--- src/weighted_interrupt_target_selector_defines.svh ---
// ---------------------------------------------------------------------------
// Weighted interrupt target selector: assertion macros
// Shared property shorthands. Each use expects clk_i and rst_ni in scope.
// ---------------------------------------------------------------------------
`ifndef WEIGHTED_INTERRUPT_TARGET_SELECTOR_DEFINES_SVH
`define WEIGHTED_INTERRUPT_TARGET_SELECTOR_DEFINES_SVH

// The consequent must hold in the same cycle as the antecedent.
`define WITS_ASSERT_IMPL(lbl, ante, cons, msg) \
  lbl: assert property (@(posedge clk_i) disable iff (!rst_ni) (ante) |-> (cons)) \
    else $error(msg);

// The consequent must hold in the cycle after the antecedent.
`define WITS_ASSERT_NEXT(lbl, ante, cons, msg) \
  lbl: assert property (@(posedge clk_i) disable iff (!rst_ni) (ante) |=> (cons)) \
    else $error(msg);

`endif

--- src/wits_pkg.sv ---
`default_nettype none
// ---------------------------------------------------------------------------
// Weighted interrupt target selector: shared package
// Beat and configuration types, command and policy codes, and the
// microprogram that drives the selector datapath.
// ---------------------------------------------------------------------------
package wits_pkg;

  localparam int unsigned NUM_CPUS_DEF    = 16;
  localparam int unsigned WEIGHT_BITS_DEF = 16;

  localparam int unsigned CPU_ID_BITS = 4;
  localparam int unsigned MASK_BITS   = 16;
  localparam int unsigned WEIGHT_W    = 15;
  localparam int unsigned FACTOR_W    = 5;

  localparam logic [1:0] CMD_SELECT = 2'd0;
  localparam logic [1:0] CMD_ADD    = 2'd1;
  localparam logic [1:0] CMD_REMOVE = 2'd2;
  localparam logic [1:0] CMD_REDIST = 2'd3;

  localparam logic [1:0] POL_REQ = 2'd0;
  localparam logic [1:0] POL_RR  = 2'd1;
  localparam logic [1:0] POL_WLL = 2'd2;

  localparam int unsigned CFG_IDX_W  = 3;
  localparam int unsigned CFG_DATA_W = 16;

  localparam logic [CFG_IDX_W-1:0] CFG_POLICY = 3'd0;
  localparam logic [CFG_IDX_W-1:0] CFG_ONLINE = 3'd1;
  localparam logic [CFG_IDX_W-1:0] CFG_ENABLE = 3'd2;
  localparam logic [CFG_IDX_W-1:0] CFG_FACTOR = 3'd3;
  localparam logic [CFG_IDX_W-1:0] CFG_LIMIT  = 3'd4;

  localparam logic [WEIGHT_W-1:0] WEIGHT_LIMIT_RST = 15'd1000;

  typedef struct packed {
    logic [1:0]        cmd;
    logic [3:0]        requesting_cpu;
    logic [3:0]        target_id;
    logic signed [15:0] nexus_weight;
    logic signed [15:0] device_weight;
  } in_beat_t;

  typedef struct packed {
    logic [3:0]          chosen_cpu;
    logic                found;
    logic                establish;
    logic [WEIGHT_W-1:0] applied_weight;
    logic [WEIGHT_W-1:0] redist_cap;
  } out_beat_t;

  typedef struct packed {
    logic [1:0]           policy;
    logic [MASK_BITS-1:0] online_mask;
    logic [MASK_BITS-1:0] enable_mask;
    logic [FACTOR_W-1:0]  weight_factor;
    logic [WEIGHT_W-1:0]  weight_limit;
  } cfg_t;

  localparam cfg_t CFG_RESET = '{
    policy:        POL_WLL,
    online_mask:   16'hFFFF,
    enable_mask:   16'hFFFF,
    weight_factor: 5'd2,
    weight_limit:  WEIGHT_LIMIT_RST
  };

  // Microprogram addresses.
  typedef logic [3:0] upc_t;

  localparam upc_t UA_IDLE   = 4'd0;
  localparam upc_t UA_DISP   = 4'd1;
  localparam upc_t UA_PICK   = 4'd2;
  localparam upc_t UA_NORM   = 4'd3;
  localparam upc_t UA_WALK   = 4'd4;
  localparam upc_t UA_DRAIN  = 4'd5;
  localparam upc_t UA_COMMIT = 4'd6;
  localparam upc_t UA_ADD_RD = 4'd7;
  localparam upc_t UA_ADD_WR = 4'd8;
  localparam upc_t UA_SUB_RD = 4'd9;
  localparam upc_t UA_SUB_WR = 4'd10;
  localparam upc_t UA_REDIST = 4'd11;
  localparam upc_t UA_FIN    = 4'd12;

  typedef enum logic [1:0] {
    SEQ_NEXT,
    SEQ_JUMP,
    SEQ_HOLD,
    SEQ_DISP
  } seq_op_e;

  typedef enum logic [1:0] {
    C_NO_IN,
    C_NORM_HI,
    C_CNT_MORE,
    C_OUT_BUSY
  } cond_e;

  typedef enum logic [3:0] {
    DP_NOP,
    DP_LOAD,
    DP_PICK,
    DP_NORM,
    DP_WALK,
    DP_COMMIT,
    DP_RD_TGT,
    DP_ADD,
    DP_SUB,
    DP_REDIST,
    DP_OUT
  } dp_op_e;

  typedef enum logic [2:0] {
    R_PICK,
    R_WALK,
    R_ADD,
    R_SUB,
    R_NONE,
    R_REDIST
  } route_e;

  typedef struct packed {
    seq_op_e op;
    cond_e   cond;
    upc_t    target;
    dp_op_e  dp;
  } uword_t;

  typedef struct packed {
    logic   norm_hi;
    logic   cnt_more;
    route_e route;
  } dp_stat_t;

  // Control store. A HOLD word stays on its own address while its condition
  // is true and goes to its target once the condition clears.
  function automatic uword_t ucode(input upc_t addr);
    uword_t w;
    w = '{op: SEQ_JUMP, cond: C_NO_IN, target: UA_IDLE, dp: DP_NOP};
    case (addr)
      UA_IDLE:   w = '{op: SEQ_HOLD, cond: C_NO_IN,    target: UA_DISP,  dp: DP_LOAD};
      UA_DISP:   w = '{op: SEQ_DISP, cond: C_NO_IN,    target: UA_IDLE,  dp: DP_NOP};
      UA_PICK:   w = '{op: SEQ_JUMP, cond: C_NO_IN,    target: UA_FIN,   dp: DP_PICK};
      UA_NORM:   w = '{op: SEQ_HOLD, cond: C_NORM_HI,  target: UA_WALK,  dp: DP_NORM};
      UA_WALK:   w = '{op: SEQ_HOLD, cond: C_CNT_MORE, target: UA_DRAIN, dp: DP_WALK};
      UA_DRAIN:  w = '{op: SEQ_NEXT, cond: C_NO_IN,    target: UA_IDLE,  dp: DP_NOP};
      UA_COMMIT: w = '{op: SEQ_JUMP, cond: C_NO_IN,    target: UA_FIN,   dp: DP_COMMIT};
      UA_ADD_RD: w = '{op: SEQ_NEXT, cond: C_NO_IN,    target: UA_IDLE,  dp: DP_RD_TGT};
      UA_ADD_WR: w = '{op: SEQ_JUMP, cond: C_NO_IN,    target: UA_FIN,   dp: DP_ADD};
      UA_SUB_RD: w = '{op: SEQ_NEXT, cond: C_NO_IN,    target: UA_IDLE,  dp: DP_RD_TGT};
      UA_SUB_WR: w = '{op: SEQ_JUMP, cond: C_NO_IN,    target: UA_FIN,   dp: DP_SUB};
      UA_REDIST: w = '{op: SEQ_JUMP, cond: C_NO_IN,    target: UA_FIN,   dp: DP_REDIST};
      UA_FIN:    w = '{op: SEQ_HOLD, cond: C_OUT_BUSY, target: UA_IDLE,  dp: DP_OUT};
      default:   w = '{op: SEQ_JUMP, cond: C_NO_IN,    target: UA_IDLE,  dp: DP_NOP};
    endcase
    return w;
  endfunction

endpackage
`default_nettype wire

--- src/wits_seq.sv ---
`default_nettype none
// ---------------------------------------------------------------------------
// Weighted interrupt target selector: microsequencer
// Steps through the control store, evaluates jump conditions and dispatches
// each accepted command to its routine.
// ---------------------------------------------------------------------------
module wits_seq (
  input  wire logic               clk_i,
  input  wire logic               rst_ni,
  input  wire logic               in_fire_i,
  input  wire logic               out_busy_i,
  input  wire wits_pkg::dp_stat_t stat_i,
  output wits_pkg::dp_op_e        op_o,
  output logic                    idle_o
);

  wits_pkg::upc_t   upc_q, upc_d;
  wits_pkg::uword_t uw;
  logic             cond_hit;

  assign uw = wits_pkg::ucode(upc_q);

  always_comb begin
    case (uw.cond)
      wits_pkg::C_NO_IN:    cond_hit = !in_fire_i;
      wits_pkg::C_NORM_HI:  cond_hit = stat_i.norm_hi;
      wits_pkg::C_CNT_MORE: cond_hit = stat_i.cnt_more;
      wits_pkg::C_OUT_BUSY: cond_hit = out_busy_i;
      default:              cond_hit = 1'b0;
    endcase
  end

  always_comb begin
    case (uw.op)
      wits_pkg::SEQ_NEXT: upc_d = upc_q + 1'b1;
      wits_pkg::SEQ_JUMP: upc_d = uw.target;
      wits_pkg::SEQ_HOLD: upc_d = cond_hit ? upc_q : uw.target;
      wits_pkg::SEQ_DISP: begin
        case (stat_i.route)
          wits_pkg::R_PICK:   upc_d = wits_pkg::UA_PICK;
          wits_pkg::R_WALK:   upc_d = wits_pkg::UA_NORM;
          wits_pkg::R_ADD:    upc_d = wits_pkg::UA_ADD_RD;
          wits_pkg::R_SUB:    upc_d = wits_pkg::UA_SUB_RD;
          wits_pkg::R_REDIST: upc_d = wits_pkg::UA_REDIST;
          default:            upc_d = wits_pkg::UA_FIN;
        endcase
      end
      default: upc_d = wits_pkg::UA_IDLE;
    endcase
  end

  always_ff @(posedge clk_i or negedge rst_ni) begin
    if (!rst_ni) begin
      upc_q <= wits_pkg::UA_IDLE;
    end else begin
      upc_q <= upc_d;
    end
  end

  assign op_o   = uw.dp;
  assign idle_o = (upc_q == wits_pkg::UA_IDLE);

endmodule
`default_nettype wire

--- src/wits_dp.sv ---
`default_nettype none
// ---------------------------------------------------------------------------
// Weighted interrupt target selector: datapath
// Per-CPU load memory, walk pointer and counter, best-candidate registers,
// saturating weight update and the redistribution cap.
// ---------------------------------------------------------------------------
module wits_dp #(
  parameter int unsigned NUM_CPUS    = wits_pkg::NUM_CPUS_DEF,
  parameter int unsigned WEIGHT_BITS = wits_pkg::WEIGHT_BITS_DEF
) (
  input  wire logic                clk_i,
  input  wire logic                rst_ni,
  input  wire wits_pkg::dp_op_e    op_i,
  input  wire logic                in_fire_i,
  input  wire wits_pkg::in_beat_t  in_data_i,
  input  wire wits_pkg::cfg_t      cfg_i,
  output wits_pkg::dp_stat_t       stat_o,
  output wits_pkg::out_beat_t      res_o
);

  localparam int unsigned CW    = (NUM_CPUS > 1) ? $clog2(NUM_CPUS) : 1;
  localparam int unsigned PW    = (CW > wits_pkg::CPU_ID_BITS) ? CW : wits_pkg::CPU_ID_BITS;
  localparam int unsigned NW    = $clog2(NUM_CPUS + 1);
  localparam int unsigned WW    = wits_pkg::WEIGHT_W;
  localparam int unsigned SW    = ((WEIGHT_BITS > WW) ? WEIGHT_BITS : WW) + 1;
  localparam int unsigned PRODW = WW + wits_pkg::FACTOR_W;

  localparam logic [WEIGHT_BITS-1:0] LOAD_MAX = {WEIGHT_BITS{1'b1}};
  localparam logic [PW:0]            NUM_P    = (PW + 1)'(NUM_CPUS);
  localparam logic [PW:0]            MASK_LIM = (PW + 1)'(wits_pkg::MASK_BITS);
  localparam logic [PW-1:0]          LAST_ID  = PW'(NUM_CPUS - 1);
  localparam logic [PW-1:0]          NUM_SUB  = PW'(NUM_CPUS);

  wits_pkg::in_beat_t  item_q;
  wits_pkg::out_beat_t res_q, res_d;
  wits_pkg::route_e    route;

  logic [PW-1:0]          pos_q, pos_d, pos_adv, rd_id_q, best_id_q, best_id_d;
  logic [NW-1:0]          cnt_q, cnt_d;
  logic                   have_q, have_d, rd_v_q, rd_v_d;
  logic [3:0]             last_q, last_d, start;
  logic                   last_v_q, last_v_d;
  logic [WW-1:0]          largest_q, largest_d;
  logic [NUM_CPUS-1:0]    vld_q, vld_d;
  logic                   norm_hi, cnt_more;

  logic [WEIGHT_BITS-1:0] load_mem [NUM_CPUS];
  logic [WEIGHT_BITS-1:0] rd_raw_q, rd_val, best_load_q, best_load_d, wr_data;
  logic                   rd_hit_q, rd_en, wr_en;
  logic [CW-1:0]          rd_addr, tgt_addr;
  logic [PW-1:0]          tgt_ext;
  logic                   tgt_ok;

  logic [WW-1:0]          add_w, sub_w;
  logic                   add_est;
  logic [SW-1:0]          sum, room, diff;
  logic [PRODW-1:0]       prod;
  logic [15:0]            elig_mask;
  logic                   cand_elig, cand_take;

  // Walk start: after the last chosen CPU, or after the requester if none yet.
  assign start    = last_v_q ? last_q : in_data_i.requesting_cpu;
  assign pos_adv  = (pos_q == LAST_ID) ? '0 : pos_q + 1'b1;
  assign tgt_ext  = PW'(item_q.target_id);
  assign tgt_ok   = ({1'b0, tgt_ext} < NUM_P);
  assign tgt_addr = tgt_ext[CW-1:0];
  assign rd_val   = rd_hit_q ? rd_raw_q : '0;

  always_comb begin
    add_est = 1'b0;
    if (item_q.device_weight[15]) begin
      if (!item_q.nexus_weight[15] && (item_q.nexus_weight != '0)) begin
        add_w   = item_q.nexus_weight[WW-1:0];
        add_est = 1'b1;
      end else begin
        add_w = '0;
      end
    end else begin
      add_w = item_q.device_weight[WW-1:0];
    end
  end

  assign sub_w = item_q.device_weight[15] ? '0 : item_q.device_weight[WW-1:0];
  assign sum   = SW'(rd_val) + SW'(add_w);
  assign room  = SW'(LOAD_MAX) - SW'(rd_val);
  assign diff  = SW'(rd_val) - SW'(sub_w);
  assign prod  = PRODW'(largest_q) * PRODW'(cfg_i.weight_factor);

  assign elig_mask = cfg_i.online_mask & cfg_i.enable_mask;
  assign cand_elig = ({1'b0, rd_id_q} < MASK_LIM) && elig_mask[rd_id_q[3:0]];
  // Flat round robin keeps the first eligible CPU; otherwise a strictly
  // smaller load replaces the best so far.
  assign cand_take = cand_elig &&
                     (!have_q || ((cfg_i.policy != wits_pkg::POL_RR) &&
                                  (rd_val < best_load_q)));

  always_comb begin
    case (item_q.cmd)
      wits_pkg::CMD_SELECT:
        route = (cfg_i.policy == wits_pkg::POL_REQ) ? wits_pkg::R_PICK
                                                   : wits_pkg::R_WALK;
      wits_pkg::CMD_ADD:
        route = (cfg_i.policy == wits_pkg::POL_WLL) ? wits_pkg::R_ADD
                                                   : wits_pkg::R_NONE;
      wits_pkg::CMD_REMOVE:
        route = (cfg_i.policy == wits_pkg::POL_WLL) ? wits_pkg::R_SUB
                                                   : wits_pkg::R_NONE;
      default:
        route = wits_pkg::R_REDIST;
    endcase
  end

  assign norm_hi  = ({1'b0, pos_q} >= NUM_P);
  assign cnt_more = (cnt_q != NW'(1));
  assign stat_o   = '{norm_hi: norm_hi, cnt_more: cnt_more, route: route};

  always_comb begin
    pos_d       = pos_q;
    cnt_d       = cnt_q;
    have_d      = have_q;
    best_id_d   = best_id_q;
    best_load_d = best_load_q;
    last_d      = last_q;
    last_v_d    = last_v_q;
    largest_d   = largest_q;
    vld_d       = vld_q;
    res_d       = res_q;
    rd_v_d      = 1'b0;
    rd_en       = 1'b0;
    rd_addr     = tgt_addr;
    wr_en       = 1'b0;
    wr_data     = rd_val;

    // The entry read in the previous walk cycle is judged here.
    if (rd_v_q && cand_take) begin
      have_d      = 1'b1;
      best_id_d   = rd_id_q;
      best_load_d = rd_val;
    end

    case (op_i)
      wits_pkg::DP_LOAD: begin
        if (in_fire_i) begin
          pos_d  = PW'(start);
          cnt_d  = NW'(NUM_CPUS);
          have_d = 1'b0;
          res_d  = '0;
        end
      end
      wits_pkg::DP_PICK: begin
        res_d.chosen_cpu = item_q.requesting_cpu;
        res_d.found      = 1'b1;
      end
      wits_pkg::DP_NORM: begin
        if (norm_hi) begin
          pos_d = pos_q - NUM_SUB;
        end
      end
      wits_pkg::DP_WALK: begin
        rd_en   = 1'b1;
        rd_addr = pos_adv[CW-1:0];
        pos_d   = pos_adv;
        rd_v_d  = 1'b1;
        cnt_d   = cnt_q - 1'b1;
      end
      wits_pkg::DP_COMMIT: begin
        if (have_q) begin
          last_d           = best_id_q[3:0];
          last_v_d         = 1'b1;
          res_d.chosen_cpu = best_id_q[3:0];
          res_d.found      = 1'b1;
        end
      end
      wits_pkg::DP_RD_TGT: begin
        rd_en = tgt_ok;
      end
      wits_pkg::DP_ADD: begin
        res_d.establish = add_est;
        if (tgt_ok) begin
          wr_en = 1'b1;
          if (sum > SW'(LOAD_MAX)) begin
            wr_data              = LOAD_MAX;
            res_d.applied_weight = room[WW-1:0];
          end else begin
            wr_data              = sum[WEIGHT_BITS-1:0];
            res_d.applied_weight = add_w;
          end
        end
        if (add_w > largest_q) begin
          largest_d = add_w;
        end
      end
      wits_pkg::DP_SUB: begin
        if (tgt_ok) begin
          wr_en = 1'b1;
          if (SW'(sub_w) < SW'(rd_val)) begin
            wr_data              = diff[WEIGHT_BITS-1:0];
            res_d.applied_weight = sub_w;
          end else begin
            // The whole load is removed; it is no larger than the weight.
            wr_data              = '0;
            res_d.applied_weight = WW'(rd_val);
          end
        end
      end
      wits_pkg::DP_REDIST: begin
        vld_d     = '0;
        largest_d = WW'(1);
        res_d.redist_cap = (prod > PRODW'(cfg_i.weight_limit)) ? cfg_i.weight_limit
                                                              : prod[WW-1:0];
      end
      default: ;
    endcase

    if (wr_en) begin
      vld_d[tgt_addr] = 1'b1;
    end
  end

  // Load memory: one write port, one registered read port.
  always_ff @(posedge clk_i) begin
    if (wr_en) begin
      load_mem[tgt_addr] <= wr_data;
    end
  end

  always_ff @(posedge clk_i) begin
    if (rd_en) begin
      rd_raw_q <= load_mem[rd_addr];
    end
  end

  always_ff @(posedge clk_i) begin
    if (in_fire_i) begin
      item_q <= in_data_i;
    end
    res_q       <= res_d;
    best_id_q   <= best_id_d;
    best_load_q <= best_load_d;
    if (op_i == wits_pkg::DP_WALK) begin
      rd_id_q <= pos_adv;
    end
  end

  always_ff @(posedge clk_i or negedge rst_ni) begin
    if (!rst_ni) begin
      pos_q     <= '0;
      cnt_q     <= '0;
      have_q    <= 1'b0;
      rd_v_q    <= 1'b0;
      rd_hit_q  <= 1'b0;
      last_q    <= '0;
      last_v_q  <= 1'b0;
      largest_q <= WW'(1);
      vld_q     <= '0;
    end else begin
      pos_q     <= pos_d;
      cnt_q     <= cnt_d;
      have_q    <= have_d;
      rd_v_q    <= rd_v_d;
      last_q    <= last_d;
      last_v_q  <= last_v_d;
      largest_q <= largest_d;
      vld_q     <= vld_d;
      if (rd_en) begin
        rd_hit_q <= vld_q[rd_addr];
      end
    end
  end

  assign res_o = res_q;

endmodule
`default_nettype wire

--- src/weighted_interrupt_target_selector.sv ---
`default_nettype none
// ---------------------------------------------------------------------------
// Weighted interrupt target selector
// Picks the CPU for a device interrupt and keeps per-CPU interrupt loads.
// ---------------------------------------------------------------------------
// One command is in flight at a time; it is accepted only while the
// microsequencer sits at its idle step, and its single result beat goes to
// an output register so the next command can be taken while that beat
// waits. A walking select reads one entry of the load memory per cycle,
// visiting each of the NUM_CPUS entries once, and a result waits at the
// final step while the previous output beat is still stalled.
// Redistribute clears all loads at once through per-entry valid bits, so
// there is no clearing pass after reset. Configuration writes are always
// ready and must only be issued while no command is in flight.
module weighted_interrupt_target_selector #(
  parameter int unsigned NUM_CPUS    = wits_pkg::NUM_CPUS_DEF,
  parameter int unsigned WEIGHT_BITS = wits_pkg::WEIGHT_BITS_DEF
) (
  input  wire logic                              clk_i,
  input  wire logic                              rst_ni,
  input  wire logic                              in_valid_i,
  output logic                                   in_stall_o,
  input  wire wits_pkg::in_beat_t                in_data_i,
  output logic                                   out_valid_o,
  input  wire logic                              out_stall_i,
  output wits_pkg::out_beat_t                    out_data_o,
  input  wire logic                              cfg_valid_i,
  output logic                                   cfg_ready_o,
  input  wire logic [wits_pkg::CFG_IDX_W-1:0]    cfg_index_i,
  input  wire logic [wits_pkg::CFG_DATA_W-1:0]   cfg_data_i
);

`include "weighted_interrupt_target_selector_defines.svh"

  wits_pkg::cfg_t      cfg_q;
  wits_pkg::dp_stat_t  stat;
  wits_pkg::dp_op_e    dp_op;
  wits_pkg::out_beat_t res, out_q;
  logic                out_valid_q, out_busy, in_fire, seq_idle, at_fin;

  assign in_fire  = in_valid_i && !in_stall_o;
  assign out_busy = out_valid_q && out_stall_i;
  assign at_fin   = (dp_op == wits_pkg::DP_OUT);

  wits_seq u_seq (
    .clk_i      (clk_i),
    .rst_ni     (rst_ni),
    .in_fire_i  (in_fire),
    .out_busy_i (out_busy),
    .stat_i     (stat),
    .op_o       (dp_op),
    .idle_o     (seq_idle)
  );

  wits_dp #(
    .NUM_CPUS    (NUM_CPUS),
    .WEIGHT_BITS (WEIGHT_BITS)
  ) u_dp (
    .clk_i     (clk_i),
    .rst_ni    (rst_ni),
    .op_i      (dp_op),
    .in_fire_i (in_fire),
    .in_data_i (in_data_i),
    .cfg_i     (cfg_q),
    .stat_o    (stat),
    .res_o     (res)
  );

  always_ff @(posedge clk_i or negedge rst_ni) begin
    if (!rst_ni) begin
      cfg_q <= wits_pkg::CFG_RESET;
    end else if (cfg_valid_i && cfg_ready_o) begin
      case (cfg_index_i)
        wits_pkg::CFG_POLICY: cfg_q.policy        <= cfg_data_i[1:0];
        wits_pkg::CFG_ONLINE: cfg_q.online_mask   <= cfg_data_i;
        wits_pkg::CFG_ENABLE: cfg_q.enable_mask   <= cfg_data_i;
        wits_pkg::CFG_FACTOR: cfg_q.weight_factor <= cfg_data_i[wits_pkg::FACTOR_W-1:0];
        wits_pkg::CFG_LIMIT:  cfg_q.weight_limit  <= cfg_data_i[wits_pkg::WEIGHT_W-1:0];
        default: ;
      endcase
    end
  end

  // Output register: loaded at the final step once the previous beat is gone.
  always_ff @(posedge clk_i or negedge rst_ni) begin
    if (!rst_ni) begin
      out_valid_q <= 1'b0;
    end else if (at_fin && !out_busy) begin
      out_valid_q <= 1'b1;
    end else if (!out_stall_i) begin
      out_valid_q <= 1'b0;
    end
  end

  always_ff @(posedge clk_i) begin
    if (at_fin && !out_busy) begin
      out_q <= res;
    end
  end

  assign in_stall_o  = !seq_idle;
  assign cfg_ready_o = 1'b1;
  assign out_valid_o = out_valid_q;
  assign out_data_o  = out_q;

  `WITS_ASSERT_NEXT(a_busy_after_accept, in_fire, in_stall_o,
                    "selector accepted a command but did not go busy")
  `WITS_ASSERT_IMPL(a_result_from_fin, $rose(out_valid_q), $past(at_fin),
                    "result beat appeared outside the final microstep")
  `WITS_ASSERT_IMPL(a_select_only_fields, out_valid_q && out_q.found,
                    !out_q.establish && (out_q.applied_weight == '0) &&
                    (out_q.redist_cap == '0),
                    "select result carries weight fields of another command")

endmodule
`default_nettype wire

--- config.mk ---
export PLATFORM = sky130hd
export DESIGN_NAME = weighted_interrupt_target_selector
export DESIGN_NICKNAME = d
export VERILOG_FILES = /design/src/wits_pkg.sv /design/src/wits_seq.sv /design/src/wits_dp.sv /design/src/weighted_interrupt_target_selector.sv
export VERILOG_INCLUDE_DIRS = /design/src /design/src/src
export SDC_FILE = /design/constraint.sdc
export NUM_CORES = 1
export LEC_CHECK = 0
export BUFFER_PORTS_ARGS = -buffer_cell sky130_fd_sc_hd__buf_2
export CAP_MARGIN = 20
export CORE_MARGIN = 3
export CORE_UTILIZATION = 45
export DETAILED_ROUTE_END_ITERATION = 10
export SLEW_MARGIN = 20
export SYNTH_ARGS = -nofsm -noshare
export SYNTH_HDL_FRONTEND = slang
export SYNTH_HIERARCHICAL = 1
export SYNTH_SLANG_ARGS = --single-unit
--- constraint.sdc ---
create_clock -name clk_i -period 15.6 [get_ports clk_i]
set_input_delay 0.78 -clock clk_i [delete_from_list [all_inputs] [get_ports clk_i]]
set_output_delay 0.78 -clock clk_i [all_outputs]
set_load 0.005 [all_outputs]
==> out/metrics.yaml <==
status:
  status: "finished clean"
detailed_routing:
  vias_per_cell: 5.66
  drt-total-wl_um: 66300
  vias: 17433
  drt_first_pass_iters: 5
  drc_errors: 0
  routedWlPerCell_um: 21.5
  ant_nets: 0
  drt_iter0_drc: 1288
layout:
  final_layout_size_suffix_gt1_frac: 0.164
  instances_no_fill: 3082
  fin_area_mm2: 0.0299
  num_antenna_cells: 0
  fin_nets: 2494
  area.growth.synth_to_final_pct: 12.2
cts:
  cts_setup_buffers: 0
  cts_hold_buf: 0
  path_clk_slew_ns: 0.05
  htreeDepth: 2
  clock-root-buffer: "clkbuf_16"
  cts.sinks: 517
  clock_latency_ns: 0.60
  cts_resized: 0
  cts_buffer_depth: 3
  cts-buffers-inserted: 55
  cts_tree: "yes"
logic_synthesis:
  ys_types: 89
  postSynthCellCount: 2177
  synth_edf_count: 410
  ys_seq_area_frac: 0.564
  syn_nets: 2399
  synth_async_sr_flop_share: 0.207
  yosysWarnings: 6
  ys.flop_type: "edfxtp_1"
  avgSynthCellArea_um2: 12.2
  synth_area_mm2: 0.0267
  ys_ff_latch: 517
critical_path:
  crit_arrival_ns: 7.02
  crit_family: "adder cells"
  crit_slowest_cell: "and3_1"
  path_buf_inv: 2
  worstSetupPathType: "register to register"
  timing.rr.end: "u_dp/res_o[3]$_SDFFCE_PN0P_"
  slowest_delay_ns: 0.75
  path_cells: "and2_1, fa_1, fa_1, inv_1, fa_1, inv_1, ha_1, a21o_1, a2111o_1, and4_4, or3_1, a21oi_1, xnor2_1, ha_1, a21oi_1, a21oi_1, nor4b_1, o21a_1, o221a_1, and3_1, a211oi_1"
  critPathLaunchType: "register"
  rr_worst_depth: 21
  worstReg2RegStart: "cfg_q[19]$_DFFE_PN0P_"
  cp_max_fo: 16
  cp.required_ns: 15.90
  rrSetupSlack_ns: 8.88
  critPathCaptureType: "register"
placed_design:
  place_inst: 2975
  gp_congestion: 0.879
  io_buffers: 103
  hpwl_um: 44100
  pre_cts_ws_ns: 8.86
  place_area_mm2: 0.0280
worst_hold_path:
  hold_class: "primary input to async pin"
sta:
  finalMaxSlewViolations: 0
  fin_crit_sh: 0.431
  tns_ns: 0
  hold_viol_final: 0
  layout_setup_ws_ns: 8.88
  fin_crit_ns: 6.72
  rsz0062_at_grt: "false"
  slew_headroom: 0.301
  worst_pin_slew_ns: 1.05
  max_freq_mhz: 149
  setup_violations: 0
  finClkSkew_ns: 0.0128
power_and_ir_drop:
  vdd_drop_max_uv: 141
  leakagePower_nw: 11.8
  total_power_mw: 5.73
  power_density_mw_per_mm2: 192
global_routing:
  grt_usage: 0.210
  grt_max_degree: 171
  grt_pass1_vias: 17379
  antenna_found_initial: 0
  grt_pass1_wl_um: 102000
  grt_overflow_total: 0
floorplanning:
  start_util: 0.459
  rows: 88
  dieWidth_um: 249
  io-pin-count: 105
  die_y_um: 249
  die_area_mm2: 0.0622
  core_mm2: 0.0581
run:
  cap_viol_max_count: 0
-- layout by cell type (no fill, tap or decap), types with 14 or more instances in the layout --
cell       count
a21o_1        47
a21oi_1       99
nor3_1        20
clkbuf_16     56
mux2_4        30
mux2i_1       69
dfstp_2       41
ha_1         115
nand2b_1      20
mux2_2        48
dfrtp_1       66
nor2b_1       90
o21ai_0       50
a31oi_1       40
edfxtp_1     410
a211oi_1     127
nor2_1        72
inv_1        140
buf_2        103
clkinv_1      14
buf_4         31
nand2_1      216
nand3_1       22
xnor2_1       23
o21a_1        17
fa_1          41
and2_1        67
-- where the power goes --
| part | total, mW | switching (mW) | internal [mW] |
|---|---|---|---|
| combinational | 2.38 | 1.49 | 0.892 |
| sequential | 2.05 | 0.148 | 1.91 |
| clock | 1.30 | 0.533 | 0.762 |
-- Yosys cell counts (6+ instances only) --
library cell | instances | area, um2
inv_1 | 140 | 526
a211oi_1 | 127 | 953
o22ai_1 | 13 | 81.3
o221ai_1 | 9 | 78.8
dfstp_2 | 41 | 1080
nor2b_1 | 91 | 569
a211o_1 | 6 | 52.6
nand2b_1 | 20 | 125
o21bai_1 | 7 | 52.6
and2_1 | 68 | 425
a21oi_1 | 99 | 495
edfxtp_1 | 410 | 12300
xor2_1 | 12 | 105
mux2_4 | 30 | 450
nor2_1 | 85 | 319
mux2i_1 | 71 | 711
clkbuf_1 | 68 | 255
ha_1 | 115 | 1440
mux2_2 | 48 | 541
fa_1 | 41 | 821
a21o_1 | 47 | 353
o21ai_0 | 50 | 250
a22oi_1 | 6 | 45.0
dfrtp_1 | 66 | 1650
nand3_1 | 22 | 110
a31oi_1 | 40 | 250
nand4_1 | 10 | 62.6
buf_2 | 18 | 90.1
o31ai_1 | 7 | 52.6
nor3_1 | 24 | 120
and3_1 | 9 | 56.3
o211ai_1 | 13 | 97.6
xnor2_1 | 23 | 201
nand2_1 | 216 | 811
o21a_1 | 17 | 128
-- logic make-up after synthesis --
group                      synth area share
DFF                                   0.564
AOI/OAI and AO/OA                     0.124
other                              0.000282
and+or+nand+nor                       0.110
adders and majority gates            0.0851
xor gates and xnor gates             0.0115
muxes                                0.0655
buffers and inverters                0.0392
-- per-layer routing --
metal  share of wire  vias to the layer above  GRT usage
li1                -                     8176          -
met1            0.44                     8783      0.282
met5               0                        -          0
met2            0.49                      374      0.358
met4           0.029                        0     0.0635
met3           0.044                      100     0.0275
-- worst max-delay path by stage --
stage | cells past startpoint | from | to | slack, ns
after floorplan | 24 | cfg_q[18]$_DFFE_PN0P_ | u_dp/res_o[10]$_SDFFCE_PN0P_ | 9.77
after global placement | 21 | cfg_q[19]$_DFFE_PN0P_ | u_dp/res_o[3]$_SDFFCE_PN0P_ | 9.04
after detailed placement | 21 | cfg_q[19]$_DFFE_PN0P_ | u_dp/res_o[3]$_SDFFCE_PN0P_ | 8.86
after CTS | 21 | cfg_q[19]$_DFFE_PN0P_ | u_dp/res_o[3]$_SDFFCE_PN0P_ | 8.86
after global routing | 21 | cfg_q[18]$_DFFE_PN0P_ | u_dp/res_o[3]$_SDFFCE_PN0P_ | 8.56
final | 21 | cfg_q[19]$_DFFE_PN0P_ | u_dp/res_o[3]$_SDFFCE_PN0P_ | 8.88
-- layout make-up --
| class | count | area, um2 |
|---|---|---|
| Clock buffer | 69 | 1460 |
| Clock inverter | 33 | 342 |
| Fill cell | 4996 | 28200 |
| Inverter | 141 | 529 |
| Multi-Input combinational cell | 1416 | 10700 |
| Sequential cell | 517 | 15000 |
| Tap cell | 765 | 957 |
| Timing Repair Buffer | 141 | 840 |
-- per-stage QoR --
stage,util,hold WS [ns]
6_report,0.514,0.113
5_1_grt,0.514,0.129
4_1_cts,0.513,0.0997
3_5_place_dp,0.482,0.405
3_3_place_gp,0.482,0.404
2_1_floorplan,-,0.400
-- sequential cells by signal (all words and copies together) (netlist names), 16 cells and up --
register and count:
u_dp/load_mem 256, u_dp/res_o 36, cfg_q 54, u_dp/rd_raw_q 16
u_dp/item_q 38, out_data_o 36, u_dp/best_load_q 16, u_dp/vld_q 16
(Power assumes the default switching activity.)
